[src/design/wssid_pkg.sv]
// Package for the WLAN management frame SSID extractor.
// Holds frame class and element phase codes, frame offsets and the character filter.
// Depends on nothing.
`timescale 1ns / 1ps

package wssid_pkg;

	localparam int MAX_FRAME_BYTES = 4095;
	localparam int POS_W           = $clog2(MAX_FRAME_BYTES + 1);

	localparam int BODY_PROBE_REQ = 24;
	localparam int BODY_BEACON    = 36;
	localparam int ADDR_FIRST     = 10;
	localparam int ADDR_LAST      = 15;

	localparam logic [1:0] FTYPE_MGMT      = 2'd0;
	localparam logic [3:0] SUBTYPE_PROBE_REQ = 4'd4;
	localparam logic [3:0] SUBTYPE_PROBE_RSP = 4'd5;
	localparam logic [3:0] SUBTYPE_BEACON    = 4'd8;

	localparam logic [7:0] EID_SSID       = 8'd0;
	localparam logic [7:0] CHAR_LOW       = 8'd32;
	localparam logic [7:0] CHAR_HIGH      = 8'd126;
	localparam logic [7:0] CHAR_SUBST     = 8'h2E;

	typedef enum logic [1:0] {
		CLS_IGNORED   = 2'd0,
		CLS_SHORT     = 2'd1,
		CLS_PROBE_REQ = 2'd2,
		CLS_BEACON    = 2'd3
	} frame_class_t;

	typedef enum logic [1:0] {
		PH_ID    = 2'd0,
		PH_LEN   = 2'd1,
		PH_VALUE = 2'd2,
		PH_DONE  = 2'd3
	} elem_phase_t;

	typedef enum logic {
		KIND_CHAR    = 1'b0,
		KIND_SUMMARY = 1'b1
	} result_kind_t;

	function automatic logic [7:0] printable(input logic [7:0] c);
		return (c >= CHAR_LOW && c <= CHAR_HIGH) ? c : CHAR_SUBST;
	endfunction

endpackage

[src/design/wssid_if.sv]
// Valid/ready channel interfaces of the SSID extractor: frame bytes in, results out.
// Depends on nothing.
`timescale 1ns / 1ps

interface wssid_frame_if;
	logic       valid;
	logic       ready;
	logic [7:0] frame_byte;
	logic       last_byte;
	logic       mgmt_packet;

	modport source (output valid, frame_byte, last_byte, mgmt_packet, input ready);
	modport sink   (input valid, frame_byte, last_byte, mgmt_packet, output ready);
endinterface

interface wssid_result_if;
	logic        valid;
	logic        ready;
	logic        result_kind;
	logic [7:0]  ssid_char;
	logic [1:0]  frame_class;
	logic [47:0] source_addr;
	logic        ssid_found;
	logic [7:0]  ssid_length;
	logic [31:0] packet_count;

	modport source (output valid, result_kind, ssid_char, frame_class, source_addr,
		ssid_found, ssid_length, packet_count, input ready);
	modport sink   (input valid, result_kind, ssid_char, frame_class, source_addr,
		ssid_found, ssid_length, packet_count, output ready);
endinterface

[src/design/wlan_mgmt_frame_ssid_extractor.sv]
// Streaming 802.11 management frame parser: classifies frames, captures the
// source address and emits the first SSID element. Depends on wssid_pkg and
// the channel interfaces in wssid_if.sv.
`timescale 1ns / 1ps

// Usage
//   frame  : one frame byte per request, starting at frame control; last_byte
//            marks the final byte, mgmt_packet is sampled with the first byte.
//   result : one SSID character per SSID value byte, and one summary request
//            on the last byte of each frame (a character on the last byte is
//            carried inside the summary). Nothing comes out while disabled.
//   cfg_we / cfg_data : write of the enable bit; write only while idle.
// Path: a byte taken lands in the input register and is parsed into the
//   result register once that register is empty or being taken; the result
//   is then held there until the receiver takes it.
// Throughput: one byte per cycle while result is not stalled, set by the
//   single parse step between the input register and the result register.
// Reset: clears enable, the packet counter, the frame state and both
//   registers' valid bits.
// Stall: while result is held, the input register fills and then ready drops;
//   no request is lost or repeated.
module wlan_mgmt_frame_ssid_extractor (
	input  logic           clk,
	input  logic           arst_n,
	input  logic           cfg_we,
	input  logic           cfg_data,
	wssid_frame_if.sink    frame,
	wssid_result_if.source result
);

	localparam int PW = wssid_pkg::POS_W;

	// input register
	logic       valid_s1;
	logic [7:0] byte_s1;
	logic       last_s1;
	logic       mgmt_s1;

	// configuration and frame state
	logic                     enable_q;
	logic [PW-1:0]            pos_q;
	wssid_pkg::frame_class_t  class_q;
	logic [47:0]              addr_q;
	wssid_pkg::elem_phase_t   phase_q;
	logic [7:0]               eid_q;
	logic [7:0]               rem_q;
	logic                     found_q;
	logic [7:0]               slen_q;
	logic [31:0]              count_q;
	logic                     mseen_q;

	// result register
	logic        out_valid_q;
	logic        kind_q;
	logic [7:0]  char_q;
	logic [1:0]  cls_out_q;
	logic [47:0] addr_out_q;
	logic        found_out_q;
	logic [7:0]  len_out_q;
	logic [31:0] count_out_q;

	logic advance;

	// next state
	logic [PW-1:0]            pos_d;
	wssid_pkg::frame_class_t  class_d;
	logic [47:0]              addr_d;
	wssid_pkg::elem_phase_t   phase_d;
	logic [7:0]               eid_d;
	logic [7:0]               rem_d;
	logic                     found_d;
	logic [7:0]               slen_d;
	logic [31:0]              count_d;
	logic                     mseen_d;

	// result candidate
	logic        emit;
	logic        kind_d;
	logic [7:0]  char_d;
	logic [1:0]  cls_out_d;
	logic [47:0] addr_out_d;
	logic        found_out_d;
	logic [7:0]  len_out_d;

	assign advance     = valid_s1 && (!out_valid_q || result.ready);
	assign frame.ready = !valid_s1 || advance;

	always_comb begin
		logic                    first;
		logic [1:0]              ftype;
		logic [3:0]              fsub;
		logic                    have_char;
		logic [7:0]              ch;
		logic [PW-1:0]           body;
		logic [7:0]              rem_dec;
		wssid_pkg::frame_class_t cls_sum;

		first     = (pos_q == '0);
		ftype     = byte_s1[3:2];
		fsub      = byte_s1[7:4];
		have_char = 1'b0;
		ch        = '0;
		rem_dec   = '0;
		body      = '0;
		cls_sum   = wssid_pkg::CLS_IGNORED;

		pos_d   = pos_q;
		class_d = class_q;
		addr_d  = addr_q;
		phase_d = phase_q;
		eid_d   = eid_q;
		rem_d   = rem_q;
		found_d = found_q;
		slen_d  = slen_q;
		count_d = count_q;
		mseen_d = mseen_q;

		emit        = 1'b0;
		kind_d      = wssid_pkg::KIND_CHAR;
		char_d      = '0;
		cls_out_d   = '0;
		addr_out_d  = '0;
		found_out_d = 1'b0;
		len_out_d   = '0;

		if (!enable_q) begin
			pos_d = '0;
		end else begin
			// start of frame: drop old frame state, classify from frame control
			if (first) begin
				class_d = wssid_pkg::CLS_IGNORED;
				addr_d  = '0;
				phase_d = wssid_pkg::PH_ID;
				eid_d   = '0;
				rem_d   = '0;
				found_d = 1'b0;
				slen_d  = '0;
				mseen_d = mgmt_s1;
				if (mgmt_s1) begin
					count_d = count_q + 32'd1;
					if (ftype == wssid_pkg::FTYPE_MGMT) begin
						if (fsub == wssid_pkg::SUBTYPE_PROBE_REQ)
							class_d = wssid_pkg::CLS_PROBE_REQ;
						else if (fsub == wssid_pkg::SUBTYPE_PROBE_RSP ||
							fsub == wssid_pkg::SUBTYPE_BEACON)
							class_d = wssid_pkg::CLS_BEACON;
					end
				end
			end

			if (pos_q < PW'(wssid_pkg::MAX_FRAME_BYTES)) begin
				if (pos_q >= PW'(wssid_pkg::ADDR_FIRST) && pos_q <= PW'(wssid_pkg::ADDR_LAST))
					addr_d = {addr_d[39:0], byte_s1};

				body = (class_d == wssid_pkg::CLS_PROBE_REQ) ?
					PW'(wssid_pkg::BODY_PROBE_REQ) : PW'(wssid_pkg::BODY_BEACON);

				if ((class_d == wssid_pkg::CLS_PROBE_REQ || class_d == wssid_pkg::CLS_BEACON)
					&& pos_q >= body) begin
					unique case (phase_d)
						wssid_pkg::PH_ID: begin
							eid_d   = byte_s1;
							phase_d = wssid_pkg::PH_LEN;
						end
						wssid_pkg::PH_LEN: begin
							rem_d = byte_s1;
							if (eid_d == wssid_pkg::EID_SSID) begin
								slen_d = byte_s1;
								if (byte_s1 == 8'd0) begin
									found_d = 1'b1;
									phase_d = wssid_pkg::PH_DONE;
								end else begin
									phase_d = wssid_pkg::PH_VALUE;
								end
							end else begin
								phase_d = (byte_s1 == 8'd0) ? wssid_pkg::PH_ID
									: wssid_pkg::PH_VALUE;
							end
						end
						wssid_pkg::PH_VALUE: begin
							rem_dec = rem_d - 8'd1;
							rem_d   = rem_dec;
							if (eid_d == wssid_pkg::EID_SSID) begin
								have_char = 1'b1;
								ch        = wssid_pkg::printable(byte_s1);
							end
							if (rem_dec == 8'd0) begin
								if (eid_d == wssid_pkg::EID_SSID) begin
									found_d = 1'b1;
									phase_d = wssid_pkg::PH_DONE;
								end else begin
									phase_d = wssid_pkg::PH_ID;
								end
							end
						end
						wssid_pkg::PH_DONE: begin
							phase_d = wssid_pkg::PH_DONE;
						end
						default: begin
							phase_d = phase_d;
						end
					endcase
				end
				pos_d = pos_q + PW'(1);
			end

			if (last_s1) begin
				cls_sum = class_d;
				if (mseen_d && (pos_d < PW'(wssid_pkg::BODY_PROBE_REQ) ||
					(class_d == wssid_pkg::CLS_BEACON && pos_d < PW'(wssid_pkg::BODY_BEACON))))
					cls_sum = wssid_pkg::CLS_SHORT;
				emit      = 1'b1;
				kind_d    = wssid_pkg::KIND_SUMMARY;
				char_d    = have_char ? ch : 8'd0;
				cls_out_d = cls_sum;
				if (cls_sum == wssid_pkg::CLS_PROBE_REQ || cls_sum == wssid_pkg::CLS_BEACON) begin
					addr_out_d  = addr_d;
					found_out_d = found_d;
					len_out_d   = found_d ? slen_d : 8'd0;
				end
				pos_d = '0;
			end else if (have_char) begin
				emit       = 1'b1;
				kind_d     = wssid_pkg::KIND_CHAR;
				char_d     = ch;
				cls_out_d  = class_d;
				addr_out_d = addr_d;
			end
		end
	end

	// input register control
	always_ff @(posedge clk or negedge arst_n) begin
		if (!arst_n) begin
			valid_s1 <= 1'b0;
		end else if (frame.ready) begin
			valid_s1 <= frame.valid;
		end
	end

	always_ff @(posedge clk) begin
		if (frame.valid && frame.ready) begin
			byte_s1 <= frame.frame_byte;
			last_s1 <= frame.last_byte;
			mgmt_s1 <= frame.mgmt_packet;
		end
	end

	always_ff @(posedge clk or negedge arst_n) begin
		if (!arst_n) begin
			enable_q <= 1'b0;
		end else if (cfg_we) begin
			enable_q <= cfg_data;
		end
	end

	// frame state: advance once per parsed byte
	always_ff @(posedge clk or negedge arst_n) begin
		if (!arst_n) begin
			pos_q   <= '0;
			class_q <= wssid_pkg::CLS_IGNORED;
			addr_q  <= '0;
			phase_q <= wssid_pkg::PH_ID;
			eid_q   <= '0;
			rem_q   <= '0;
			found_q <= 1'b0;
			slen_q  <= '0;
			count_q <= '0;
			mseen_q <= 1'b0;
		end else if (advance) begin
			pos_q   <= pos_d;
			class_q <= class_d;
			addr_q  <= addr_d;
			phase_q <= phase_d;
			eid_q   <= eid_d;
			rem_q   <= rem_d;
			found_q <= found_d;
			slen_q  <= slen_d;
			count_q <= count_d;
			mseen_q <= mseen_d;
		end
	end

	// result register
	always_ff @(posedge clk or negedge arst_n) begin
		if (!arst_n) begin
			out_valid_q <= 1'b0;
		end else if (advance) begin
			out_valid_q <= emit;
		end else if (result.ready) begin
			out_valid_q <= 1'b0;
		end
	end

	always_ff @(posedge clk) begin
		if (advance && emit) begin
			kind_q      <= kind_d;
			char_q      <= char_d;
			cls_out_q   <= cls_out_d;
			addr_out_q  <= addr_out_d;
			found_out_q <= found_out_d;
			len_out_q   <= len_out_d;
			count_out_q <= count_d;
		end
	end

	assign result.valid        = out_valid_q;
	assign result.result_kind  = kind_q;
	assign result.ssid_char    = char_q;
	assign result.frame_class  = cls_out_q;
	assign result.source_addr  = addr_out_q;
	assign result.ssid_found   = found_out_q;
	assign result.ssid_length  = len_out_q;
	assign result.packet_count = count_out_q;

endmodule

[src/flat_wrapper.sv]
// flat-port wrapper written by rule: the top's interface ports become plain ports
module wlan_mgmt_frame_ssid_extractor_flat 
  (clk, arst_n, cfg_we, cfg_data, frame_valid, frame_frame_byte, frame_last_byte, frame_mgmt_packet, frame_ready, result_valid, result_result_kind, result_ssid_char, result_frame_class, result_source_addr, result_ssid_found, result_ssid_length, result_packet_count, result_ready);
  wssid_frame_if frame_i ();
  wssid_result_if result_i ();
  input  logic clk;
  input  logic arst_n;
  input  logic cfg_we;
  input  logic cfg_data;
  input wire logic [$bits(frame_i.valid)-1:0] frame_valid;
  input wire logic [$bits(frame_i.frame_byte)-1:0] frame_frame_byte;
  input wire logic [$bits(frame_i.last_byte)-1:0] frame_last_byte;
  input wire logic [$bits(frame_i.mgmt_packet)-1:0] frame_mgmt_packet;
  output wire logic [$bits(frame_i.ready)-1:0] frame_ready;
  output wire logic [$bits(result_i.valid)-1:0] result_valid;
  output wire logic [$bits(result_i.result_kind)-1:0] result_result_kind;
  output wire logic [$bits(result_i.ssid_char)-1:0] result_ssid_char;
  output wire logic [$bits(result_i.frame_class)-1:0] result_frame_class;
  output wire logic [$bits(result_i.source_addr)-1:0] result_source_addr;
  output wire logic [$bits(result_i.ssid_found)-1:0] result_ssid_found;
  output wire logic [$bits(result_i.ssid_length)-1:0] result_ssid_length;
  output wire logic [$bits(result_i.packet_count)-1:0] result_packet_count;
  input wire logic [$bits(result_i.ready)-1:0] result_ready;
  assign frame_i.valid = frame_valid;
  assign frame_i.frame_byte = frame_frame_byte;
  assign frame_i.last_byte = frame_last_byte;
  assign frame_i.mgmt_packet = frame_mgmt_packet;
  assign frame_ready = frame_i.ready;
  assign result_valid = result_i.valid;
  assign result_result_kind = result_i.result_kind;
  assign result_ssid_char = result_i.ssid_char;
  assign result_frame_class = result_i.frame_class;
  assign result_source_addr = result_i.source_addr;
  assign result_ssid_found = result_i.ssid_found;
  assign result_ssid_length = result_i.ssid_length;
  assign result_packet_count = result_i.packet_count;
  assign result_i.ready = result_ready;
  wlan_mgmt_frame_ssid_extractor u_core (.clk(clk), .arst_n(arst_n), .cfg_we(cfg_we), .cfg_data(cfg_data), .frame(frame_i), .result(result_i));
endmodule
[config.mk]
export PLATFORM = sky130hd
export DESIGN_NAME = wlan_mgmt_frame_ssid_extractor_flat
export DESIGN_NICKNAME = d
export VERILOG_FILES = /design/src/design/wssid_pkg.sv /design/src/design/wssid_if.sv /design/src/design/wlan_mgmt_frame_ssid_extractor.sv /design/src/flat_wrapper.sv
export SDC_FILE = /design/constraint.sdc
export NUM_CORES = 1
export LEC_CHECK = 0
export BUFFER_PORTS_ARGS = -buffer_cell sky130_fd_sc_hd__buf_4
export CELL_PAD_IN_SITES_DETAIL_PLACEMENT = 1
export CELL_PAD_IN_SITES_GLOBAL_PLACEMENT = 1
export CORE_ASPECT_RATIO = 0.9
export CORE_MARGIN = 5
export CORE_UTILIZATION = 50
export CTS_BUF_LIST = sky130_fd_sc_hd__clkbuf_4 sky130_fd_sc_hd__clkbuf_8
export DETAILED_ROUTE_END_ITERATION = 8
export PLACE_DENSITY_LB_ADDON = 0.1
export SYNTH_ARGS = -nofsm -noshare
export SYNTH_HDL_FRONTEND = slang
export SYNTH_SLANG_ARGS = --single-unit
[constraint.sdc]
create_clock -name clk -period 8.85 [get_ports clk]
set_clock_uncertainty 0.1 [all_clocks]
set_input_delay 0.4425 -clock clk [delete_from_list [all_inputs] [get_ports clk]]
set_output_delay 0.4425 -clock clk [all_outputs]
set_load 0.01 [all_outputs]
==> qor.yml, run 1 <==
sta:
  hold_viol_final: 0
  setup_viol: 0
  fmax_mhz: 171
  fin_tns_setup_ps: 0
  worstMarginPinSlew_ps: 1240
  max_slew_margin_pct: 17.0
  finalCritPeriodShare_pct: 66.0
  slew_viol_final: 0
  rsz0062_at_grt: "false"
  setup_slack_ps: 3010
  period_minus_slack_ps: 5840
  hold_ws_ps: 57.1
power_and_ir_drop:
  vdd_drop_max_mv: 0.128
  p_per_area_mw_per_mm2: 186
  leakage_uw: 0.00520
outcome:
  outcome: "finished, final reports clean"
critical_path:
  r2r_cells: 14
  worstSetupEndpointType: "flip-flop"
  worstPathArrival_ps: 5910
  crit_fanout: 57
  rrSetupSlack_ps: 3010
  r2r-start: "u_core.pos_q[0]"
  cp.required_ps: 8920
  critical_path_class: "flip-flop to flip-flop"
  cp-start-kind: "flip-flop"
  r2r_end: "u_core.result.source_addr[23]"
final_layout:
  finalInstanceArea_sq_mm: 0.0134
  drive_above_1_share_pct: 20.9
  areaGrowthSynthToFinish_pct: 18.3
  layout.nets: 1092
  fillers: 2334
  antenna_cells: 0
  finish.utilization_pct: 59.7
  seqCellArea_sq_mm: 0.00643
  multi_input_area_sq_mm: 0.00450
  mostFrequentLayoutCells: "126 x buf_4, 125 x dfrtp_1, 110 x edfxtp_1"
  layout_commonest_cell: "buf_4"
placed_design:
  post-place-ws_ps: 3080
  dpl-instance-area_sq_mm: 0.0123
  place_congestion: 0.888
  hpwlAfterDp_um: 19000
  port_buffers: 117
yosys:
  seq_area_frac_synth_pct: 57.0
  syn_area_per_cell_sq_um: 11.9
  ys.flop_type: "dfrtp_1"
  syn_inst: 950
  synth_top_area_cell: "edfxtp_1"
  syn_area_sq_mm: 0.0113
  ys_seq_elements: 235
  yosysWarnings: 0
  yosysTopAreaCellShare_pct: 29.3
  synth_nets: 979
  ys_types: 71
  synth.top_cells.by_area: "edfxtp_1 29%, dfrtp_1 28%, a22o_1 5.2%, mux2i_1 4.5%, xor2_1 2.8%"
  synth_edf_count: 110
  ys_async_sr_fraction_pct: 53.2
routing:
  routed_via_density: 5.85
  wirelength_um: 28800
  detail-route-antenna-nets: 0
  drt_iter0_drc: 611
  m1WireLength_um: 13200
  dr_wl_met2_um: 13700
  dr_total_vias: 8152
  wl_met3_um: 1280
  dr.max_layer_used: "met4"
  drc_errors: 0
  first_pass_iters: 5
  wl_per_cell_um: 20.7
job:
  drv_cap: 0
die:
  initial_core_util_pct: 50.4
  die_h_um: 153
  io_pins: 118
  rows: 52
  die_w_um: 168
  core-area_sq_mm: 0.0224
  die_area_sq_mm: 0.0257
global_routing:
  antenna_found_initial: 0
  overflow: 0
  grt_max_degree: 69
  grt_pass1_vias: 8352
  grt_usage_pct: 22.0
  grt_first_pass_wirelength_um: 46400
clocking:
  cts_buffers: 42
  clk_latency_ps: 540
  post_cts_buffers: 0
  root_buffer: "clkbuf_8"
  cts.clk_slew.worst_paths_ps: 60
  h-tree-depth: 2
  tritoncts: "done"
  ctsLongestPathBuffers: 3
  cts.sinks: 235
min_path:
  worstHoldStart: "frame_valid"
  hold-path-cell-count: 2
  whs_endpoint: "u_core.valid_s1"
  hold_class: "primary input to flip-flop"
[cells by family after synthesis]
group           share of synthesized area (%)
simple gates                             12.3
buf+inv                                  3.64
other cells                            0.0332
fa+ha+maj                                1.44
xor+xnor                                 5.04
flops                                    57.0
mux                                      5.29
compound gates                           15.3
[how the worst max path moves through the flow]
stage / depth (start not counted) / end / startpoint / slack (ps)
2_1_floorplan: 15 / u_core.result.frame_class[0] / u_core.pos_q[0] / 2870
3_3_place_gp: 14 / u_core.result.source_addr[22] / u_core.pos_q[0] / 3250
3_5_place_dp: 14 / u_core.result.source_addr[23] / u_core.pos_q[0] / 3080
4_1_cts: 15 / u_core.result.source_addr[22] / u_core.pos_q[0] / 3050
5_1_grt: 15 / u_core.result.source_addr[25] / u_core.pos_q[0] / 2650
6_report: 14 / u_core.result.source_addr[23] / u_core.pos_q[0] / 3010
[repair_timing]
action / CTS / global route
endpoints found under the hold margin: 68 / 0
gates resized for setup: 0 / 0
hold buffers: 12 / 0
[where the power goes]
group,internal (uW),switching [uW],total [uW]
registers,1180,36.0,1220
logic,67.6,120,187
clock network,632,439,1070
[layer usage]
| metal | track usage (%) | vias up |
|---|---|---|
| li1 | - | 3792 |
| met1 | 31.5 | 4105 |
| met2 | 35.8 | 199 |
| met3 | 3.16 | 56 |
| met4 | 5.33 | 0 |
| met5 | 0 | - |
[worst max-delay path, cell delays in order, from the launching register on]
cell,delay (ps)
dfrtp_1,480
inv_1,100
ha_1,170
nor4b_2,340
and3_2,240
buf_4,530
mux2_4,400
nand2b_1,230
ha_1,300
a21boi_0,80
o211a_1,230
a21oi_1,450
and4_1,450
o21a_4,730
buf_4,590
[cell type report]
class                           count  area share (%)
Clock inverter                     12           0.890
Clock buffer                       65            5.95
Inverter                           20           0.562
Timing Repair Buffer              138            7.98
Multi-Input combinational cell    626            33.7
Tap cell                          297            2.78
Sequential cell                   235            48.1
[registers in the layout, indices dropped and copies added, names as in the netlist, 12 cells and up]
signal	cells
u_core.addr_q	48
u_core.count_q	32
u_core.pos_q	12
u_core.result.packet_count	32
u_core.result.source_addr	48
[per-stage QoR]
stage | total power, uW | cells
after floorplan | 1340 | 950
after global placement | 1420 | 1304
after detailed placement | 1430 | 1304
after CTS | 2510 | 1393
after global routing | 2590 | 1393
final | 2480 | 1393
[cells in the mapped netlist (22+ instances only)]
| cell type | n |
|---|---|
| a211oi_1 | 39 |
| nor2_1 | 53 |
| edfxtp_1 | 110 |
| nand2_1 | 63 |
| nor3_1 | 22 |
| clkbuf_1 | 38 |
| xnor2_1 | 29 |
| a22o_1 | 67 |
| nand3_1 | 25 |
| o21ai_0 | 23 |
| dfrtp_1 | 125 |
| a21oi_1 | 26 |
| mux2i_1 | 51 |
| xor2_1 | 36 |
No activity file was read; power rests on OpenSTA's default activity.
==> run 2: changes to the inputs <==
- ABC_AREA: unset -> 1
- CORE_UTILIZATION: 50 -> 42
- clock period: 8.85 -> 4.8 ns (I/O delays scaled with it)
==> run 2 against run 1 <==
  * Hold slack worse by 30 ps
  * Sequential share of layout area is 1.0 points lower
  * Combinational power grew to 4.2 times the previous value
  * Wire length is 9.2% higher
  * Die area is 19% higher
  * Sequential power is 89% higher
  * Worst setup slack worse by 2600 ps
  * Register-to-register slack worse by 2600 ps
  * Total power is 100% higher
  * Clock-buffer cell count is 3 higher
  * Non-clock buffer count is 12 higher
  * Final cell count is 28% higher
  * Critical path type unchanged
  * Largest power group unchanged
==> qor.yml, run 2 <==
outcome:
  outcome: "finished, final reports clean"
yosys:
  synth_nets: 1290
  seq_area_frac_synth_pct: 56.3
  syn_inst: 1261
  ys_types: 46
  synth_edf_count: 110
  ys.flop_type: "dfrtp_1"
  synth_common_cells: "325 x nand2_1, 144 x o21ai_0, 125 x dfrtp_1, 121 x inv_1, 110 x edfxtp_1"
  syn_area_sq_mm: 0.0114
  synth.top_cells.by_area: "edfxtp_1 29%, dfrtp_1 27%, nand2_1 11%, o21ai_0 6.3%, inv_1 4.0%"
  yosysMostFrequentCell: "nand2_1"
  ys_seq_elements: 235
  syn_area_per_cell_sq_um: 9.05
  synth_top_area_cell: "edfxtp_1"
  ys_async_sr_fraction_pct: 53.2
  yosysTopAreaCellShare_pct: 28.9
  yosysWarnings: 0
global_routing:
  antenna_found_initial: 0
  grt_pass1_vias: 9780
  overflow: 0
  grt_first_pass_wirelength_um: 51500
  grt_max_degree: 79
  grt_usage_pct: 20.5
critical_path:
  crit_slowest_cell: "buf_4"
  crit_fanout: 43
  cp-start-kind: "flip-flop"
  critPathMaxStageDelay_ps: 500
  worstPathArrival_ps: 4460
  cp.required_ps: 4870
  critical_path_class: "flip-flop to flip-flop"
  cp_cell_sequence: "inv_1 > ha_1 > nand2_1 > inv_1 > nand2_2 > nor2_4 > nand2_2 > o22ai_4 > inv_1 > nor2_1 > inv_1 > ha_1 > nand2_1 > nand2_1 > a21oi_1 > nor2_1 > o21ai_0 > nand3_1 > nand3_4 > nor3_4 > nor2_1 > nor2_4 > buf_4"
  worstSetupEndpointType: "flip-flop"
  crit_buf_inv: 5
  path_delay_family: "simple AND/OR/NAND/NOR gates"
  crit_top_cell: "inv_1"
clocking:
  post_cts_buffers: 0
  root_buffer: "clkbuf_8"
  clk_latency_ps: 550
  cts.sinks: 235
  tritoncts: "done"
  cts_buffers: 42
  h-tree-depth: 2
  cts.clk_slew.worst_paths_ps: 60
  ctsLongestPathBuffers: 3
min_path:
  hold_class: "primary input to async pin"
die:
  die_w_um: 184
  io_pins: 118
  die_h_um: 166
  rows: 57
  core-area_sq_mm: 0.0269
  die_area_sq_mm: 0.0306
  initial_core_util_pct: 42.5
sta:
  fmax_mhz: 228
  rsz0062_at_grt: "false"
  worstMarginPinSlew_ps: 891
  period_minus_slack_ps: 4390
  fin_tns_setup_ps: 0
  slew_viol_final: 0
  max_slew_margin_pct: 40.6
  setup_viol: 0
  finalCritPeriodShare_pct: 91.4
  hold_viol_final: 0
  setup_slack_ps: 413
routing:
  wirelength_um: 31400
  wl_per_cell_um: 17.6
  dr_total_vias: 9222
  first_pass_iters: 6
  drc_errors: 0
  routed_via_density: 5.17
  detail-route-antenna-nets: 0
  drt_iter0_drc: 579
final_layout:
  areaGrowthSynthToFinish_pct: 19.6
  final_cells: 1785
  layout.nets: 1426
  antenna_cells: 0
  mostFrequentLayoutCells: "323 x nand2_1, 144 x o21ai_0, 131 x buf_4"
  drive_above_1_share_pct: 17.9
  layout_commonest_cell: "nand2_1"
power_and_ir_drop:
  vdd_drop_max_mv: 0.241
  p_per_area_mw_per_mm2: 367
  leakage_uw: 0.00602
job:
  drv_cap: 0
placed_design:
  place_inst: 1690
  post-place-ws_ps: 441
  hpwlAfterDp_um: 21600
  place_congestion: 0.854
  port_buffers: 117
-- run 2: cell types whose count changed after synthesis, sizes merged, moves of 18 or more --
cell    previous run  this run
nand2             63       333
a22o              67         0
o21ai             26       148
nor2              53        87
and2              21         0
xnor2             29         5
inv               20       126
a21oi             27        85
a211oi            40         1
mux2i             51         0
nand3             28        46
-- run 2: kinds of logic after synthesis --
| logic type | count (synthesis) | synth area share (%) |
|---|---|---|
| buffers and inverters | 184 | 6.58 |
| and+or+nand+nor | 516 | 19.4 |
| adders and majority gates | 13 | 1.42 |
| AOI/OAI and AO/OA | 273 | 13.2 |
| other | 1 | 0.0328 |
| DFF | 235 | 56.3 |
| xor gates and xnor gates | 39 | 2.99 |
-- run 2: report_power, final --
part | total, uW | switching, uW | internal, uW
clock | 1910 | 838 | 1070
sequential | 2310 | 81.9 | 2230
combinational | 793 | 570 | 223
total | 5010 | 1490 | 3520
-- run 2: through the flow --
stage	power, uW	area, sq um	utilization, %	hold slack (ps)
after floorplan	2850	11400	-	-156
after global placement	3110	12600	46.9	42.9
after detailed placement	3130	12600	46.9	44.4
after CTS	5080	13600	50.8	3.81
after global routing	5270	13700	50.8	40.3
final	5010	13700	50.8	27.5
-- run 2: layout make-up --
| cell class | count | area, sq um |
|---|---|---|
| flip-flops and latches | 235 | 6430 |
| repair buffers | 150 | 1190 |
| well taps | 354 | 443 |
| clock buffers | 68 | 811 |
| inverters | 126 | 474 |
| multi-input cells | 842 | 4250 |
| clock inverters | 10 | 51.3 |
| fillers | 3127 | 13200 |
-- run 2: path summary, 6_finish.rpt --
check | start | end | slack (ps) | cells after the start
worst min register to register | u_core.rem_q[7] | u_core.rem_q[7] | 380 | 2
worst max-delay path | u_core.pos_q[1] | u_core.result.source_addr[19] | 410 | 23
max in group asynchronous | arst_n | u_core.count_q[2] | 3420 | 3
min in group clk | frame_frame_byte[5] | u_core.byte_s1[5] | 310 | 2
worst min-delay path | arst_n | u_core.addr_q[14] | 30 | 2
worst max register to register | u_core.pos_q[1] | u_core.result.source_addr[19] | 410 | 23
-- run 2: layer usage --
metal / vias up / part of all wire (%) / GRT usage [%]
li1: 4487 / - / -
met1: 4508 / 47 / 28.4
met2: 180 / 47 / 33.9
met3: 47 / 4.2 / 3.08
met4: 0 / 2.1 / 5.27
met5: - / 0 / 0
-- run 2: repair_timing --
item	CTS	global route
endpoints found under the setup margin	0	1
gates resized for setup	0	1
hold buffers	17	0
endpoints found under the hold margin	76	0
